[config.mk]
export PLATFORM = sky130hd
export DESIGN_NAME = pid_controller_ramp_integral_flat
export DESIGN_NICKNAME = d
export VERILOG_FILES = /design/src/rtl/core/pcri_pkg.sv /design/src/rtl/core/pcri_if.sv /design/src/rtl/core/pcri_div.sv /design/src/rtl/core/pcri_datapath.sv /design/src/rtl/core/pcri_ctrl.sv /design/src/rtl/core/pid_controller_ramp_integral.sv /design/src/flat_wrapper.sv
export SDC_FILE = /design/constraint.sdc
export NUM_CORES = 2
export LEC_CHECK = 0
export BUFFER_PORTS_ARGS = -buffer_cell sky130_fd_sc_hd__buf_2
export CORE_AREA = 5 5 369 371
export DETAILED_ROUTE_END_ITERATION = 6
export DIE_AREA = 0 0 374 376
export PLACE_DENSITY = 0.71
export REMOVE_ABC_BUFFERS = 1
export SYNTH_ARGS = -nofsm -noshare
export SYNTH_HDL_FRONTEND = slang
export SYNTH_SLANG_ARGS = --single-unit
export TNS_END_PERCENT = 1
[constraint.sdc]
create_clock -name clk_i -period 21.3 [get_ports clk_i]
set_input_delay 4.26 -clock clk_i [delete_from_list [all_inputs] [get_ports clk_i]]
set_output_delay 4.26 -clock clk_i [all_outputs]
set_load 0.05 [all_outputs]
[src/rtl/core/pcri_pkg.sv]
`default_nettype none
// ----------------------------------------------------------------------------
// pcri_pkg: shared types and constants of the ramped-integral PID controller
// Field widths, register indexes, datapath widths and the command and status
// groups that pass between the controller and the datapath.
// ----------------------------------------------------------------------------
package pcri_pkg;

  // Input and result fields
  localparam int unsigned ERR_W   = 32;
  localparam int unsigned DT_W    = 16;
  localparam int unsigned DRIVE_W = 32;

  // Configuration port
  localparam int unsigned CFG_IDX_W  = 3;
  localparam int unsigned CFG_DATA_W = 31;
  localparam int unsigned GAIN_W     = 16;
  localparam int unsigned LIM_W      = 31;
  localparam int unsigned RAMP_W     = 16;

  localparam logic [CFG_IDX_W-1:0] CFG_PROP_GAIN    = 3'd0;
  localparam logic [CFG_IDX_W-1:0] CFG_INTEG_GAIN   = 3'd1;
  localparam logic [CFG_IDX_W-1:0] CFG_DERIV_GAIN   = 3'd2;
  localparam logic [CFG_IDX_W-1:0] CFG_OUTPUT_LIMIT = 3'd3;
  localparam logic [CFG_IDX_W-1:0] CFG_MIN_DRIVE    = 3'd4;
  localparam logic [CFG_IDX_W-1:0] CFG_RAMP_TIME    = 3'd5;
  localparam logic [CFG_IDX_W-1:0] CFG_INCR_MODE    = 3'd6;

  localparam logic [LIM_W-1:0]  LIM_RESET  = 31'h7FFF_FFFF;
  localparam logic [RAMP_W-1:0] RAMP_RESET = 16'd1000;

  // Integral: Q8.16 within +-100
  localparam int unsigned INTEG_W = 24;
  localparam logic signed [INTEG_W-1:0] INTEG_MAX = 24'sd6553600;
  localparam int unsigned STEP_W  = 31;
  // 100 in Q16.16 over the Q8.8 time scale
  localparam logic [STEP_W-1:0] STEP_SCALE = 31'd25600;

  // Shared divider: 42-bit dividend, 16-bit divisor, two bits a cycle
  localparam int unsigned DIV_W    = 42;
  localparam int unsigned DVS_W    = 16;
  localparam int unsigned DIV_ITER = DIV_W / 2;
  localparam int unsigned DCNT_W   = 5;

  // Derivative, products and sum
  localparam int unsigned DIFF_W  = 33;
  localparam int unsigned DERIV_W = 42;
  localparam int unsigned MULA_W  = GAIN_W + 1;
  localparam int unsigned PROD_W  = MULA_W + DERIV_W;
  localparam int unsigned ACC_W   = 60;
  localparam int unsigned SCL_W   = ACC_W - 8;
  localparam int unsigned OFF_W   = 54;

  // Operand selection of the shared multiplier
  typedef enum logic [1:0] {
    MUL_PROP  = 2'd0,
    MUL_INTEG = 2'd1,
    MUL_DERIV = 2'd2
  } mul_sel_e;

  // Controller to datapath
  typedef struct packed {
    logic     capture;
    logic     div_go;
    logic     div_deriv;
    logic     take_step;
    logic     take_deriv;
    logic     mul_en;
    mul_sel_e mul_sel;
    logic     acc_load;
    logic     acc_add;
    logic     scale;
    logic     offset;
    logic     finish;
  } pcri_cmd_t;

  // Datapath to controller
  typedef struct packed {
    logic div_busy;
    logic out_busy;
  } pcri_sts_t;

endpackage
`default_nettype wire

[src/rtl/core/pcri_if.sv]
`default_nettype none
// ----------------------------------------------------------------------------
// pcri_if: stream channels of the ramped-integral PID controller
// One channel for input items (error and elapsed time) and one for results.
// ----------------------------------------------------------------------------
interface pcri_in_if;
  logic                              valid;
  logic                              ready;
  logic signed [pcri_pkg::ERR_W-1:0] error_value;
  logic        [pcri_pkg::DT_W-1:0]  elapsed_time;

  modport source (output valid, output error_value, output elapsed_time, input ready);
  modport sink   (input valid, input error_value, input elapsed_time, output ready);
endinterface

interface pcri_out_if;
  logic                                valid;
  logic                                ready;
  logic signed [pcri_pkg::DRIVE_W-1:0] drive_value;
  logic                                limited;

  modport source (output valid, output drive_value, output limited, input ready);
  modport sink   (input valid, input drive_value, input limited, output ready);
endinterface
`default_nettype wire

[src/rtl/core/pcri_div.sv]
`default_nettype none
// ----------------------------------------------------------------------------
// pcri_div: unsigned restoring divider, two quotient bits per cycle
// Loads dividend and divisor on start, shifts the quotient into the dividend
// register and drops busy once all bits are done. Divisor must be non-zero.
// ----------------------------------------------------------------------------
module pcri_div (
  input  wire logic                            clk_i,
  input  wire logic                            rst_ni,
  input  wire logic                            start_i,
  input  wire logic [pcri_pkg::DIV_W-1:0]      dividend_i,
  input  wire logic [pcri_pkg::DVS_W-1:0]      divisor_i,
  output logic                                 busy_o,
  output logic [pcri_pkg::DIV_W-1:0]           quotient_o
);

  logic [pcri_pkg::DIV_W-1:0]  sh_q, sh_d;
  logic [pcri_pkg::DVS_W-1:0]  rem_q, rem_d;
  logic [pcri_pkg::DVS_W-1:0]  dvs_q;
  logic [pcri_pkg::DCNT_W-1:0] cnt_q, cnt_d;
  logic                        busy_q, busy_d;

  logic [pcri_pkg::DVS_W:0] r1, r2, r1n, r2n;
  logic                     ge1, ge2;

  // Two restoring steps on the top dividend bits
  always_comb begin
    r1  = {rem_q, sh_q[pcri_pkg::DIV_W-1]};
    ge1 = (r1 >= {1'b0, dvs_q});
    r1n = ge1 ? (r1 - {1'b0, dvs_q}) : r1;
    r2  = {r1n[pcri_pkg::DVS_W-1:0], sh_q[pcri_pkg::DIV_W-2]};
    ge2 = (r2 >= {1'b0, dvs_q});
    r2n = ge2 ? (r2 - {1'b0, dvs_q}) : r2;
  end

  // Load on start, advance while busy
  always_comb begin
    sh_d   = sh_q;
    rem_d  = rem_q;
    cnt_d  = cnt_q;
    busy_d = busy_q;
    if (start_i) begin
      sh_d   = dividend_i;
      rem_d  = '0;
      cnt_d  = pcri_pkg::DCNT_W'(pcri_pkg::DIV_ITER);
      busy_d = 1'b1;
    end else if (busy_q) begin
      sh_d  = {sh_q[pcri_pkg::DIV_W-3:0], ge1, ge2};
      rem_d = r2n[pcri_pkg::DVS_W-1:0];
      cnt_d = cnt_q - pcri_pkg::DCNT_W'(1);
      if (cnt_q == pcri_pkg::DCNT_W'(1)) begin
        busy_d = 1'b0;
      end
    end
  end

  always_ff @(posedge clk_i or negedge rst_ni) begin
    if (!rst_ni) begin
      busy_q <= 1'b0;
      cnt_q  <= '0;
    end else begin
      busy_q <= busy_d;
      cnt_q  <= cnt_d;
    end
  end

  always_ff @(posedge clk_i) begin
    sh_q  <= sh_d;
    rem_q <= rem_d;
    if (start_i) begin
      dvs_q <= divisor_i;
    end
  end

  assign busy_o     = busy_q;
  assign quotient_o = sh_q;

endmodule
`default_nettype wire

[src/rtl/core/pcri_datapath.sv]
`default_nettype none
// ----------------------------------------------------------------------------
// pcri_datapath: registers and arithmetic of the ramped-integral PID
// Holds configuration and loop state, drives the shared divider and the
// shared multiplier, and owns the result register.
// ----------------------------------------------------------------------------
module pcri_datapath (
  input  wire logic                                 clk_i,
  input  wire logic                                 rst_ni,
  input  wire pcri_pkg::pcri_cmd_t                  cmd_i,
  output pcri_pkg::pcri_sts_t                       sts_o,
  input  wire logic                                 cfg_we_i,
  input  wire logic [pcri_pkg::CFG_IDX_W-1:0]       cfg_idx_i,
  input  wire logic [pcri_pkg::CFG_DATA_W-1:0]      cfg_data_i,
  input  wire logic signed [pcri_pkg::ERR_W-1:0]    error_value_i,
  input  wire logic [pcri_pkg::DT_W-1:0]            elapsed_time_i,
  output logic                                      out_valid_o,
  input  wire logic                                 out_ready_i,
  output logic signed [pcri_pkg::DRIVE_W-1:0]       drive_value_o,
  output logic                                      limited_o
);

  // Configuration registers
  logic [pcri_pkg::GAIN_W-1:0] prop_gain_q, integ_gain_q, deriv_gain_q;
  logic [pcri_pkg::LIM_W-1:0]  output_limit_q, min_drive_q;
  logic [pcri_pkg::RAMP_W-1:0] ramp_time_q;
  logic                        incr_mode_q;

  // Loop state
  logic signed [pcri_pkg::INTEG_W-1:0] integ_q, integ_d;
  logic signed [pcri_pkg::ERR_W-1:0]   prev_err_q;
  logic signed [pcri_pkg::DRIVE_W-1:0] prev_out_q;

  // Per-item working registers
  logic signed [pcri_pkg::ERR_W-1:0]   err_q;
  logic [pcri_pkg::DT_W-1:0]           dt_q;
  logic signed [pcri_pkg::DERIV_W-1:0] deriv_q, deriv_d;
  logic signed [pcri_pkg::PROD_W-1:0]  prod_q;
  logic signed [pcri_pkg::ACC_W-1:0]   acc_q, acc_d;
  logic signed [pcri_pkg::SCL_W-1:0]   scaled_q, scaled_d;
  logic signed [pcri_pkg::OFF_W-1:0]   off_q, off_d;

  // Result register
  logic                                out_valid_q, out_valid_d;
  logic signed [pcri_pkg::DRIVE_W-1:0] drive_q, drive_d;
  logic                                limited_q, limited_d;

  // Divider signals
  logic [pcri_pkg::DIV_W-1:0] div_dividend, div_quot;
  logic [pcri_pkg::DVS_W-1:0] div_divisor, ramp_eff;
  logic                       div_busy;
  logic [pcri_pkg::STEP_W-1:0] step_dividend;
  logic signed [pcri_pkg::DIFF_W-1:0] diff;
  logic [pcri_pkg::DIFF_W-1:0]        diff_mag;

  // Multiplier signals
  logic signed [pcri_pkg::MULA_W-1:0]  mul_a;
  logic signed [pcri_pkg::DERIV_W-1:0] mul_b;
  logic signed [pcri_pkg::PROD_W-1:0]  mul_p;

  // Integral update signals
  logic signed [pcri_pkg::STEP_W+1:0]  integ_sum, step_s;

  // Offset and clamp signals
  logic signed [pcri_pkg::ACC_W-1:0] acc_rnd;
  logic signed [pcri_pkg::OFF_W-1:0] min_s, prev_s, lim_s;

  // Write configuration registers; ignore unknown indexes
  always_ff @(posedge clk_i or negedge rst_ni) begin
    if (!rst_ni) begin
      prop_gain_q    <= '0;
      integ_gain_q   <= '0;
      deriv_gain_q   <= '0;
      output_limit_q <= pcri_pkg::LIM_RESET;
      min_drive_q    <= '0;
      ramp_time_q    <= pcri_pkg::RAMP_RESET;
      incr_mode_q    <= 1'b0;
    end else if (cfg_we_i) begin
      case (cfg_idx_i)
        pcri_pkg::CFG_PROP_GAIN:    prop_gain_q    <= cfg_data_i[pcri_pkg::GAIN_W-1:0];
        pcri_pkg::CFG_INTEG_GAIN:   integ_gain_q   <= cfg_data_i[pcri_pkg::GAIN_W-1:0];
        pcri_pkg::CFG_DERIV_GAIN:   deriv_gain_q   <= cfg_data_i[pcri_pkg::GAIN_W-1:0];
        pcri_pkg::CFG_OUTPUT_LIMIT: output_limit_q <= cfg_data_i[pcri_pkg::LIM_W-1:0];
        pcri_pkg::CFG_MIN_DRIVE:    min_drive_q    <= cfg_data_i[pcri_pkg::LIM_W-1:0];
        pcri_pkg::CFG_RAMP_TIME:    ramp_time_q    <= cfg_data_i[pcri_pkg::RAMP_W-1:0];
        pcri_pkg::CFG_INCR_MODE:    incr_mode_q    <= cfg_data_i[0];
        default: ;
      endcase
    end
  end

  // Divider operands: integral step, then derivative magnitude
  always_comb begin
    ramp_eff      = (ramp_time_q == '0) ? pcri_pkg::DVS_W'(1) : ramp_time_q;
    step_dividend = pcri_pkg::STEP_W'(dt_q) * pcri_pkg::STEP_SCALE;
    diff          = pcri_pkg::DIFF_W'(err_q) - pcri_pkg::DIFF_W'(prev_err_q);
    diff_mag      = diff[pcri_pkg::DIFF_W-1] ? pcri_pkg::DIFF_W'(-diff)
                                             : pcri_pkg::DIFF_W'(diff);
    if (cmd_i.div_deriv) begin
      div_dividend = {1'b0, diff_mag, 8'b0};
      div_divisor  = dt_q;
    end else begin
      div_dividend = pcri_pkg::DIV_W'(step_dividend);
      div_divisor  = ramp_eff;
    end
  end

  pcri_div u_div (
    .clk_i      (clk_i),
    .rst_ni     (rst_ni),
    .start_i    (cmd_i.div_go),
    .dividend_i (div_dividend),
    .divisor_i  (div_divisor),
    .busy_o     (div_busy),
    .quotient_o (div_quot)
  );

  // Ramp the integral toward the sign of the error and clamp to +-100
  always_comb begin
    step_s    = $signed({2'b00, div_quot[pcri_pkg::STEP_W-1:0]});
    integ_sum = (pcri_pkg::STEP_W+2)'(integ_q);
    if (err_q > 0) begin
      integ_sum = integ_sum + step_s;
    end else if (err_q < 0) begin
      integ_sum = integ_sum - step_s;
    end
    if (integ_sum > (pcri_pkg::STEP_W+2)'(pcri_pkg::INTEG_MAX)) begin
      integ_d = pcri_pkg::INTEG_MAX;
    end else if (integ_sum < -(pcri_pkg::STEP_W+2)'(pcri_pkg::INTEG_MAX)) begin
      integ_d = -pcri_pkg::INTEG_MAX;
    end else begin
      integ_d = pcri_pkg::INTEG_W'(integ_sum);
    end
    deriv_d = diff[pcri_pkg::DIFF_W-1] ? -$signed(div_quot) : $signed(div_quot);
  end

  // Shared multiplier operands
  always_comb begin
    case (cmd_i.mul_sel)
      pcri_pkg::MUL_PROP: begin
        mul_a = $signed({1'b0, prop_gain_q});
        mul_b = pcri_pkg::DERIV_W'(err_q);
      end
      pcri_pkg::MUL_INTEG: begin
        mul_a = $signed({1'b0, integ_gain_q});
        mul_b = pcri_pkg::DERIV_W'(integ_q);
      end
      pcri_pkg::MUL_DERIV: begin
        mul_a = $signed({1'b0, deriv_gain_q});
        mul_b = deriv_q;
      end
      default: begin
        mul_a = '0;
        mul_b = '0;
      end
    endcase
    mul_p = pcri_pkg::PROD_W'(mul_a) * pcri_pkg::PROD_W'(mul_b);
  end

  // Accumulate, scale toward zero, offset, clamp
  always_comb begin
    acc_d = acc_q;
    if (cmd_i.acc_load) begin
      acc_d = pcri_pkg::ACC_W'(prod_q);
    end else if (cmd_i.acc_add) begin
      acc_d = acc_q + pcri_pkg::ACC_W'(prod_q);
    end

    acc_rnd  = acc_q[pcri_pkg::ACC_W-1] ? (acc_q + pcri_pkg::ACC_W'(255)) : acc_q;
    scaled_d = acc_rnd[pcri_pkg::ACC_W-1:8];

    min_s  = $signed({{(pcri_pkg::OFF_W-pcri_pkg::LIM_W){1'b0}}, min_drive_q});
    prev_s = incr_mode_q ? pcri_pkg::OFF_W'(prev_out_q) : '0;
    off_d  = scaled_q[pcri_pkg::SCL_W-1] ? (pcri_pkg::OFF_W'(scaled_q) - min_s + prev_s)
                                         : (pcri_pkg::OFF_W'(scaled_q) + min_s + prev_s);

    lim_s = $signed({{(pcri_pkg::OFF_W-pcri_pkg::LIM_W){1'b0}}, output_limit_q});
    if (off_q > lim_s) begin
      drive_d   = pcri_pkg::DRIVE_W'(lim_s);
      limited_d = 1'b1;
    end else if (off_q < -lim_s) begin
      drive_d   = pcri_pkg::DRIVE_W'(-lim_s);
      limited_d = 1'b1;
    end else begin
      drive_d   = pcri_pkg::DRIVE_W'(off_q);
      limited_d = 1'b0;
    end
  end

  // Result handshake: drop on transfer, set when the controller finishes
  always_comb begin
    out_valid_d = out_valid_q & ~out_ready_i;
    if (cmd_i.finish) begin
      out_valid_d = 1'b1;
    end
  end

  always_ff @(posedge clk_i or negedge rst_ni) begin
    if (!rst_ni) begin
      out_valid_q <= 1'b0;
      integ_q     <= '0;
      prev_err_q  <= '0;
      prev_out_q  <= '0;
    end else begin
      out_valid_q <= out_valid_d;
      if (cmd_i.take_step) begin
        integ_q <= integ_d;
      end
      if (cmd_i.finish) begin
        prev_err_q <= err_q;
        prev_out_q <= drive_d;
      end
    end
  end

  // Working and result payload registers
  always_ff @(posedge clk_i) begin
    if (cmd_i.capture) begin
      err_q <= error_value_i;
      dt_q  <= (elapsed_time_i == '0) ? pcri_pkg::DT_W'(1) : elapsed_time_i;
    end
    if (cmd_i.take_deriv) begin
      deriv_q <= deriv_d;
    end
    if (cmd_i.mul_en) begin
      prod_q <= mul_p;
    end
    acc_q <= acc_d;
    if (cmd_i.scale) begin
      scaled_q <= scaled_d;
    end
    if (cmd_i.offset) begin
      off_q <= off_d;
    end
    if (cmd_i.finish) begin
      drive_q   <= drive_d;
      limited_q <= limited_d;
    end
  end

  assign sts_o.div_busy = div_busy;
  assign sts_o.out_busy = out_valid_q & ~out_ready_i;
  assign out_valid_o    = out_valid_q;
  assign drive_value_o  = drive_q;
  assign limited_o      = limited_q;

endmodule
`default_nettype wire

[src/rtl/core/pcri_ctrl.sv]
`default_nettype none
// ----------------------------------------------------------------------------
// pcri_ctrl: sequencer of the ramped-integral PID
// Steps one item through the two divisions, the three gain products, the
// scaling, offset and clamp, and hands the result to the output register.
// ----------------------------------------------------------------------------
module pcri_ctrl (
  input  wire logic                 clk_i,
  input  wire logic                 rst_ni,
  input  wire logic                 in_valid_i,
  output logic                      in_ready_o,
  input  wire pcri_pkg::pcri_sts_t  sts_i,
  output pcri_pkg::pcri_cmd_t       cmd_o
);

  typedef enum logic [11:0] {
    ST_IDLE      = 12'b0000_0000_0001,
    ST_DIVI_GO   = 12'b0000_0000_0010,
    ST_DIVI_WAIT = 12'b0000_0000_0100,
    ST_DIVD_GO   = 12'b0000_0000_1000,
    ST_DIVD_WAIT = 12'b0000_0001_0000,
    ST_MUL0      = 12'b0000_0010_0000,
    ST_MUL1      = 12'b0000_0100_0000,
    ST_MUL2      = 12'b0000_1000_0000,
    ST_MUL3      = 12'b0001_0000_0000,
    ST_SCALE     = 12'b0010_0000_0000,
    ST_OFFSET    = 12'b0100_0000_0000,
    ST_FINISH    = 12'b1000_0000_0000
  } state_e;

  state_e state_q, state_d;

  // Next state and commands
  always_comb begin
    state_d    = state_q;
    cmd_o      = '0;
    in_ready_o = 1'b0;
    case (state_q)
      ST_IDLE: begin
        in_ready_o = 1'b1;
        if (in_valid_i) begin
          cmd_o.capture = 1'b1;
          state_d       = ST_DIVI_GO;
        end
      end
      ST_DIVI_GO: begin
        cmd_o.div_go = 1'b1;
        state_d      = ST_DIVI_WAIT;
      end
      ST_DIVI_WAIT: begin
        if (!sts_i.div_busy) begin
          cmd_o.take_step = 1'b1;
          state_d         = ST_DIVD_GO;
        end
      end
      ST_DIVD_GO: begin
        cmd_o.div_go    = 1'b1;
        cmd_o.div_deriv = 1'b1;
        state_d         = ST_DIVD_WAIT;
      end
      ST_DIVD_WAIT: begin
        cmd_o.div_deriv = 1'b1;
        if (!sts_i.div_busy) begin
          cmd_o.take_deriv = 1'b1;
          state_d          = ST_MUL0;
        end
      end
      ST_MUL0: begin
        cmd_o.mul_en  = 1'b1;
        cmd_o.mul_sel = pcri_pkg::MUL_PROP;
        state_d       = ST_MUL1;
      end
      ST_MUL1: begin
        cmd_o.mul_en   = 1'b1;
        cmd_o.mul_sel  = pcri_pkg::MUL_INTEG;
        cmd_o.acc_load = 1'b1;
        state_d        = ST_MUL2;
      end
      ST_MUL2: begin
        cmd_o.mul_en  = 1'b1;
        cmd_o.mul_sel = pcri_pkg::MUL_DERIV;
        cmd_o.acc_add = 1'b1;
        state_d       = ST_MUL3;
      end
      ST_MUL3: begin
        cmd_o.acc_add = 1'b1;
        state_d       = ST_SCALE;
      end
      ST_SCALE: begin
        cmd_o.scale = 1'b1;
        state_d     = ST_OFFSET;
      end
      ST_OFFSET: begin
        cmd_o.offset = 1'b1;
        state_d      = ST_FINISH;
      end
      ST_FINISH: begin
        // hold until the output register is free
        if (!sts_i.out_busy) begin
          cmd_o.finish = 1'b1;
          state_d      = ST_IDLE;
        end
      end
      default: begin
        state_d = ST_IDLE;
      end
    endcase
  end

  always_ff @(posedge clk_i or negedge rst_ni) begin
    if (!rst_ni) begin
      state_q <= ST_IDLE;
    end else begin
      state_q <= state_d;
    end
  end

endmodule
`default_nettype wire

[src/rtl/core/pid_controller_ramp_integral.sv]
`default_nettype none
// ----------------------------------------------------------------------------
// pid_controller_ramp_integral: PID controller with ramped integral
// Signed Q16.16 error and Q8.8 ms elapsed time in, clamped Q16.16 drive out.
//
//   channel  dir  handshake       payload
//   in_ch    in   valid / ready   error_value[31:0], elapsed_time[15:0]
//   out_ch   out  valid / ready   drive_value[31:0], limited
//   cfg      in   cfg_we_i        cfg_idx_i[2:0], cfg_data_i[30:0]
//
// One item at a time: each item passes through the shared divider (integral
// step, then derivative, each a start, a busy wait and a take) and the shared
// multiplier (three products in sequence), then scale, offset, finish.
// Reset clears the configuration to its defaults and the loop state to zero.
// A new item is taken while a result waits; the item completes only once
// the output register has been freed.
// ----------------------------------------------------------------------------
module pid_controller_ramp_integral (
  input  wire logic                            clk_i,
  input  wire logic                            rst_ni,
  pcri_in_if.sink                              in_ch,
  pcri_out_if.source                           out_ch,
  input  wire logic                            cfg_we_i,
  input  wire logic [pcri_pkg::CFG_IDX_W-1:0]  cfg_idx_i,
  input  wire logic [pcri_pkg::CFG_DATA_W-1:0] cfg_data_i
);

  pcri_pkg::pcri_cmd_t cmd;
  pcri_pkg::pcri_sts_t sts;

  pcri_ctrl u_ctrl (
    .clk_i      (clk_i),
    .rst_ni     (rst_ni),
    .in_valid_i (in_ch.valid),
    .in_ready_o (in_ch.ready),
    .sts_i      (sts),
    .cmd_o      (cmd)
  );

  pcri_datapath u_dp (
    .clk_i          (clk_i),
    .rst_ni         (rst_ni),
    .cmd_i          (cmd),
    .sts_o          (sts),
    .cfg_we_i       (cfg_we_i),
    .cfg_idx_i      (cfg_idx_i),
    .cfg_data_i     (cfg_data_i),
    .error_value_i  (in_ch.error_value),
    .elapsed_time_i (in_ch.elapsed_time),
    .out_valid_o    (out_ch.valid),
    .out_ready_i    (out_ch.ready),
    .drive_value_o  (out_ch.drive_value),
    .limited_o      (out_ch.limited)
  );

endmodule
`default_nettype wire

[src/flat_wrapper.sv]
// flat-port wrapper written by rule: the top's interface ports become plain ports
module pid_controller_ramp_integral_flat 
  (clk_i, rst_ni, cfg_we_i, cfg_idx_i, cfg_data_i, in_ch_valid, in_ch_error_value, in_ch_elapsed_time, in_ch_ready, out_ch_valid, out_ch_drive_value, out_ch_limited, out_ch_ready);
  pcri_in_if in_ch_i ();
  pcri_out_if out_ch_i ();
  input  wire logic clk_i;
  input  wire logic rst_ni;
  input  wire logic cfg_we_i;
  input  wire logic [pcri_pkg::CFG_IDX_W-1:0] cfg_idx_i;
  input  wire logic [pcri_pkg::CFG_DATA_W-1:0] cfg_data_i;
  input wire logic [$bits(in_ch_i.valid)-1:0] in_ch_valid;
  input wire logic [$bits(in_ch_i.error_value)-1:0] in_ch_error_value;
  input wire logic [$bits(in_ch_i.elapsed_time)-1:0] in_ch_elapsed_time;
  output wire logic [$bits(in_ch_i.ready)-1:0] in_ch_ready;
  output wire logic [$bits(out_ch_i.valid)-1:0] out_ch_valid;
  output wire logic [$bits(out_ch_i.drive_value)-1:0] out_ch_drive_value;
  output wire logic [$bits(out_ch_i.limited)-1:0] out_ch_limited;
  input wire logic [$bits(out_ch_i.ready)-1:0] out_ch_ready;
  assign in_ch_i.valid = in_ch_valid;
  assign in_ch_i.error_value = in_ch_error_value;
  assign in_ch_i.elapsed_time = in_ch_elapsed_time;
  assign in_ch_ready = in_ch_i.ready;
  assign out_ch_valid = out_ch_i.valid;
  assign out_ch_drive_value = out_ch_i.drive_value;
  assign out_ch_limited = out_ch_i.limited;
  assign out_ch_i.ready = out_ch_ready;
  pid_controller_ramp_integral u_core (.clk_i(clk_i), .rst_ni(rst_ni), .in_ch(in_ch_i), .out_ch(out_ch_i), .cfg_we_i(cfg_we_i), .cfg_idx_i(cfg_idx_i), .cfg_data_i(cfg_data_i));
endmodule
# Word-level counts from Yosys, hierarchy flattened

Cells that the tools add are included.
Widths: inputs -> output; s select.

Register bits after elaboration: 656

Reduce and logical (&&, ||, !) cells: 17
Magnitude comparators: 8
Add/sub/neg operators: 15
Equality and inequality tests: 25
Bitwise operators: 2
$mul: 2
Multiplexer cells: 49

Operators with widths:

| kind                  | number |
|---|---|
| $pmux 12 s12          | 1 |
| $mux 42               | 3 |
| $pmux 42 s3           | 1 |
| $mux 60               | 2 |
| $add 53x54->54        | 2 |
| $mux 54               | 2 |
| $mux 33               | 3 |
| $mux 16               | 4 |
| $mux 32               | 2 |
| $add 60x59->60        | 1 |
| $add 60x9->60 const B | 1 |
| $mul 17x42->59        | 1 |
| $mux 59               | 1 |
| $gt 54x32->1          | 1 |
| $lt 54x54->1          | 1 |
| $neg 31->54           | 1 |
| $add 52x32->53        | 1 |
| $sub 52x32->53        | 1 |
| $mux 12               | 4 |
| $mux 24               | 2 |
| $pmux 16 s3           | 1 |
| $neg 42->42           | 1 |
| $mux 41               | 1 |
| $ge 17x16->1          | 2 |
| 42 further kinds      | 78 |

# Longest topological paths before layout

Word-level depth: 6
Mapped depth: 37

# By module

Synthesis repeated with hierarchy kept, for this count alone.

Cell total of the unflattened synthesis: 8,246
Area total of the unflattened synthesis: 75,020.7 um2

Modules (own cells, without submodules):

| module        | seq. area each (um2) | area an instance (um2) | times used | cells each |
|---|---|---|---|---|
| pcri_datapath | 15,901.5             | 69,017.4               | 1          | 7,676 |
| pcri_div      | 2,212.1              | 5,127.4                | 1          | 477 |
| pcri_ctrl     | 301.5                | 875.8                  | 1          | 93 |

# Least setup slack after synthesis

Ideal clock, no wire load.

Kind: register -> register
Start point: register u_core.u_ctrl.state_q[4]
End point: register u_core.u_dp.prod_q[57] in the netlist's numbering, data pin
Setup slack: 12.214 ns
Arrival: 8.951 ns
Stages on the path, launching flop included: 36
Setup time: 0.135 ns
Required time: 21.165 ns
Cell sequence: dfrtp_1 > nor3_1 > nand2b_1 > nor3_1 > nand3_1 > or3b_2 > inv_1 > nor2_1 > clkbuf_1 > clkbuf_1 > a221oi_1 > nor2_1 > fa_1 > inv_1 > fa_1 > fa_1 > inv_1 > fa_1 > fa_1 > inv_1 > fa_1 > inv_1 > ha_1 > clkbuf_1 > nand4_1 > a21oi_1 > a211oi_1 > nor4_1 > nand2_1 > o311ai_0 > o211ai_1 > o31a_1 > o21ai_1 > a221oi_1 > or4b_1 > nand3_1

Longest elaborated chain between the ends: 5
Elaborated cells on any way between the ends: 10
Those cells by class: 1 x mul; 5 x eq/ne; 3 x mux; 1 x reduce/logical

RTL lines:

| item                                       | line                 | text |
|---|---|---|
| start: declaration                         | pcri_ctrl.sv:31      | `state_e state_q, state_d;` |
| start signal: assignment                   | pcri_ctrl.sv:114     | `state_q <= state_d;` |
| $eq 12x8->1 (tied with other cells)        | pcri_ctrl.sv:38      | `case (state_q)` |
| $pmux 3 s3 *                               | pcri_ctrl.sv:38      |  |
| $eq 2x2->1 (tied with other cells)         | pcri_datapath.sv:139 | `case (cmd_i.mul_sel)` |
| $pmux 16 s3 or $pmux 42 s3 (tied branches) | pcri_datapath.sv:139 |  |
| $mul 17x42->59 *                           | pcri_datapath.sv:157 | `mul_p = pcri_pkg::PROD_W'(mul_a) * pcri_pkg::PROD_W'(mul_b);` |
| net u_core.u_dp.mul_p (one bit)            | pcri_datapath.sv:59  | `logic signed [pcri_pkg::PROD_W-1:0] mul_p;` |
| end signal: assignment                     | pcri_datapath.sv:226 | `prod_q <= mul_p;` |
| end: declaration                           | pcri_datapath.sv:38  | `logic signed [pcri_pkg::PROD_W-1:0] prod_q;` |

The timed path passes the listed nets; every way through them passes the cells marked *.
A chain may end at the register's enable or synchronous reset.

# Final worst setup path

Start point: register u_core.u_ctrl.state_q[4]
End point: register u_core.u_dp.prod_q[56] in the netlist's numbering, data pin

The elaborated chain is that of the path after synthesis.

==> impl_metrics.json <==
{
  "die_h_um": 376,
  "synth_ff_type": "edfxtp_1",
  "io_buffers": 121,
  "crit_type": "reg2reg",
  "r2r_end": "u_core.u_dp.prod_q[56]",
  "coreArea_mm2": 0.133,
  "r2r_start": "u_core.u_ctrl.state_q[4]",
  "grt_util_met3_pct": 5.11,
  "synthesis.area_mm2": 0.0751,
  "path_common_cell": "fa_1",
  "synth.top_cell.area_share_pct": 18.9,
  "most-common-layout-cells": "inv_1, nand2_1, fa_1, nor2_1, ha_1",
  "critPathArrivalTime_ns": 11.39,
  "grt_max_degree": 96,
  "die_w_um": 374,
  "grt_pass1_wl_mm": 340,
  "setup_tns_ns": 0,
  "slowest_delay_ns": 1.22,
  "tightestPinTransition_ns": 1.41,
  "hp-class": "reg2reg",
  "rr_worst_depth": 32,
  "synth_top_area_cell": "fa_1",
  "nets": 9701,
  "clock_latency_ns": 0.70,
  "grt_remaining_overflow": 0,
  "initial_core_util_pct": 56.6,
  "busiest_layer": "met2",
  "rsz0062_at_grt": "no",
  "routed_wl_mm": 215,
  "fill_cells": 11400,
  "antenna_found_initial": 7,
  "cts-root-buf": "clkbuf_16",
  "viasPerCell": 6.03,
  "vias": 61000,
  "io_pins": 122,
  "cts_setup_buffers": 0,
  "yosysWarningCount": 0,
  "cts_max_level": 3,
  "cts_buffers": 80,
  "areaGrowthSynthToFinish_pct": 6.79,
  "ys_seq_area_share_pct": 24.5,
  "use_met2_pct": 49.5,
  "synthCells": 8342,
  "dr.pass1.iters": 6,
  "grtUsageTotal_pct": 30.3,
  "critPathCaptureType": "register",
  "clkTransAtPathRegs_ns": 0.06,
  "place_hpwl_mm": 168,
  "min_to": "u_core.u_dp.prev_out_q[26]",
  "drtAntennaViolNets": 0,
  "syn_avg_cell_area_um2": 9.00,
  "slew_headroom_pct": 5.76,
  "drt_iter0_drc": 5542,
  "maxCapViolCount": 0,
  "synth_edf_count": 406,
  "use_met1_pct": 40.0,
  "hold_slack_ns": 0.494,
  "period_share_pct": 51.6,
  "hp-start": "u_core.u_dp.prev_out_q[26]",
  "drive_above_1_share_pct": 7.94,
  "wl_per_cell_um": 21.3,
  "required_ns": 21.70,
  "synth.distinct_cells": 122,
  "clock-sinks": 656,
  "finalMaxSlewViolations": 0,
  "grt_pass1_vias": 61300,
  "finalHoldViolCount": 0,
  "startpoint_type": "register",
  "status": "finished clean",
  "tritoncts": "yes",
  "whs_path_depth": 2,
  "gp_congestion": 0.955,
  "synth_area_leaders": "fa_1, edfxtp_1, ha_1",
  "finClkSkew_ns": 0.0499,
  "ff2ff_setup_slack_ns": 10.31,
  "crit_slowest_cell": "a221oi_1",
  "setup_viol": 0,
  "crit_fanout": 80,
  "final_common_cell": "inv_1",
  "dieArea_mm2": 0.141,
  "cts.repair.resized": 0,
  "async_reset_ff_share_pct": 35.7,
  "cts_hold_buf": 0,
  "ys_ff_latch": 656,
  "fmax_ghz": 0.0910,
  "cts_buffer_depth": 3,
  "layout_min_cycle_time_ns": 10.99,
  "num_rows": 134,
  "drc": 0
}
## worst max-delay path by stage
stage / from / to / slack, ns / cells after the start
finish: u_core.u_ctrl.state_q[4] / u_core.u_dp.prod_q[56] / 10.31 / 32
global placement: u_core.u_ctrl.state_q[4] / u_core.u_dp.prod_q[56] / 10.68 / 32
CTS: u_core.u_ctrl.state_q[4] / u_core.u_dp.prod_q[56] / 10.39 / 30
detailed placement: u_core.u_ctrl.state_q[4] / u_core.u_dp.prod_q[56] / 10.44 / 30
global route: u_core.u_ctrl.state_q[4] / u_core.u_dp.prod_q[56] / 9.62 / 32
floorplan: u_core.u_ctrl.state_q[4] / u_core.u_dp.prod_q[57] / 7.10 / 32
## routing by layer
| metal | part of all wire (%) | vias to the layer above |
|---|---|---|
| met5 | 0.035 | - |
| met1 | 42 | 29800 |
| met3 | 7.5 | 579 |
| met4 | 5.1 | 12 |
| met2 | 46 | 2455 |
| li1 | - | 28100 |
## critical path: cells and delay by family (launching register included)
| kind | cells | cell delay [ns] |
|---|---|---|
| compound gates | 8 | 3.57 |
| xor+xnor | 1 | 0.09 |
| flops | 1 | 0.43 |
| fa+ha+maj | 7 | 3.38 |
| buf+inv | 7 | 1.50 |
| simple gates | 9 | 1.68 |
## final cells by class
class	instances	area [µm²]	area share, %
Antenna cell	2	5.00	0.00624
Clock buffer	105	2220	2.77
Clock inverter	44	613	0.765
Inverter	1239	4650	5.81
Multi-Input combinational cell	6094	50800	63.4
Sequential cell	656	18400	23.0
Tap cell	1768	2210	2.76
Timing Repair Buffer	201	1210	1.51
## per-stage QoR
| step | utilization, % | std cells | setup WS (ns) | cell area [µm²] |
|---|---|---|---|---|
| after CTS | 60.4 | 10100 | 10.39 | 80200 |
| after global routing | 60.5 | 10100 | 9.62 | 80200 |
| after detailed placement | 58.3 | 9958 | 10.44 | 77300 |
| after floorplan | - | 7989 | 7.10 | 73700 |
| after global placement | 58.3 | 9956 | 10.68 | 77300 |
| final | 60.5 | 10100 | 10.31 | 80200 |
## registers in the layout (all words and copies together) (netlist names), 32 cells and up
signal	flops
u_core.u_dp.prev_err_q	32
u_core.u_dp.deriv_q	42
u_core.u_dp.prev_out_q	32
u_core.u_dp.acc_q	60
u_core.u_dp.scaled_q	52
u_core.u_dp.u_div.quotient_o	42
u_core.u_dp.drive_value_o	32
u_core.u_dp.prod_q	59
u_core.u_dp.off_q	54
u_core.u_dp.err_q	32
## cell usage after synthesis (84+ instances only)
cell      count
nor3_1      108
dfrtp_1     196
ha_1        633
a21oi_1     480
inv_1      1235
edfxtp_1    406
fa_1        709
a21o_1      197
clkbuf_1    297
xnor2_1     280
nand3_1     114
xor2_1      130
nor2_1      637
o21ai_0     385
nand4_1      84
nand2_1     946
mux2_2      146
## logic make-up (layout without fill, tap and decap cells)
kind of cell             after synthesis  in the layout  synth area share [%]
multiplexers                         196            196                  2.87
XOR/XNOR                             411            411                  4.81
adder cells (fa/ha/maj)             1342           1342                  29.5
flip-flops                           656            656                  24.5
other                                  0              2                     0
buffers and inverters               1592           1589                  8.03
AO/OA/AOI/OAI                       1758           1758                  15.6
AND/OR/NAND/NOR                     2387           2387                  14.7
Power is left out: the tool's default activity adds up to more than one toggle a clock period on the data nets, which glitch-free logic cannot reach.
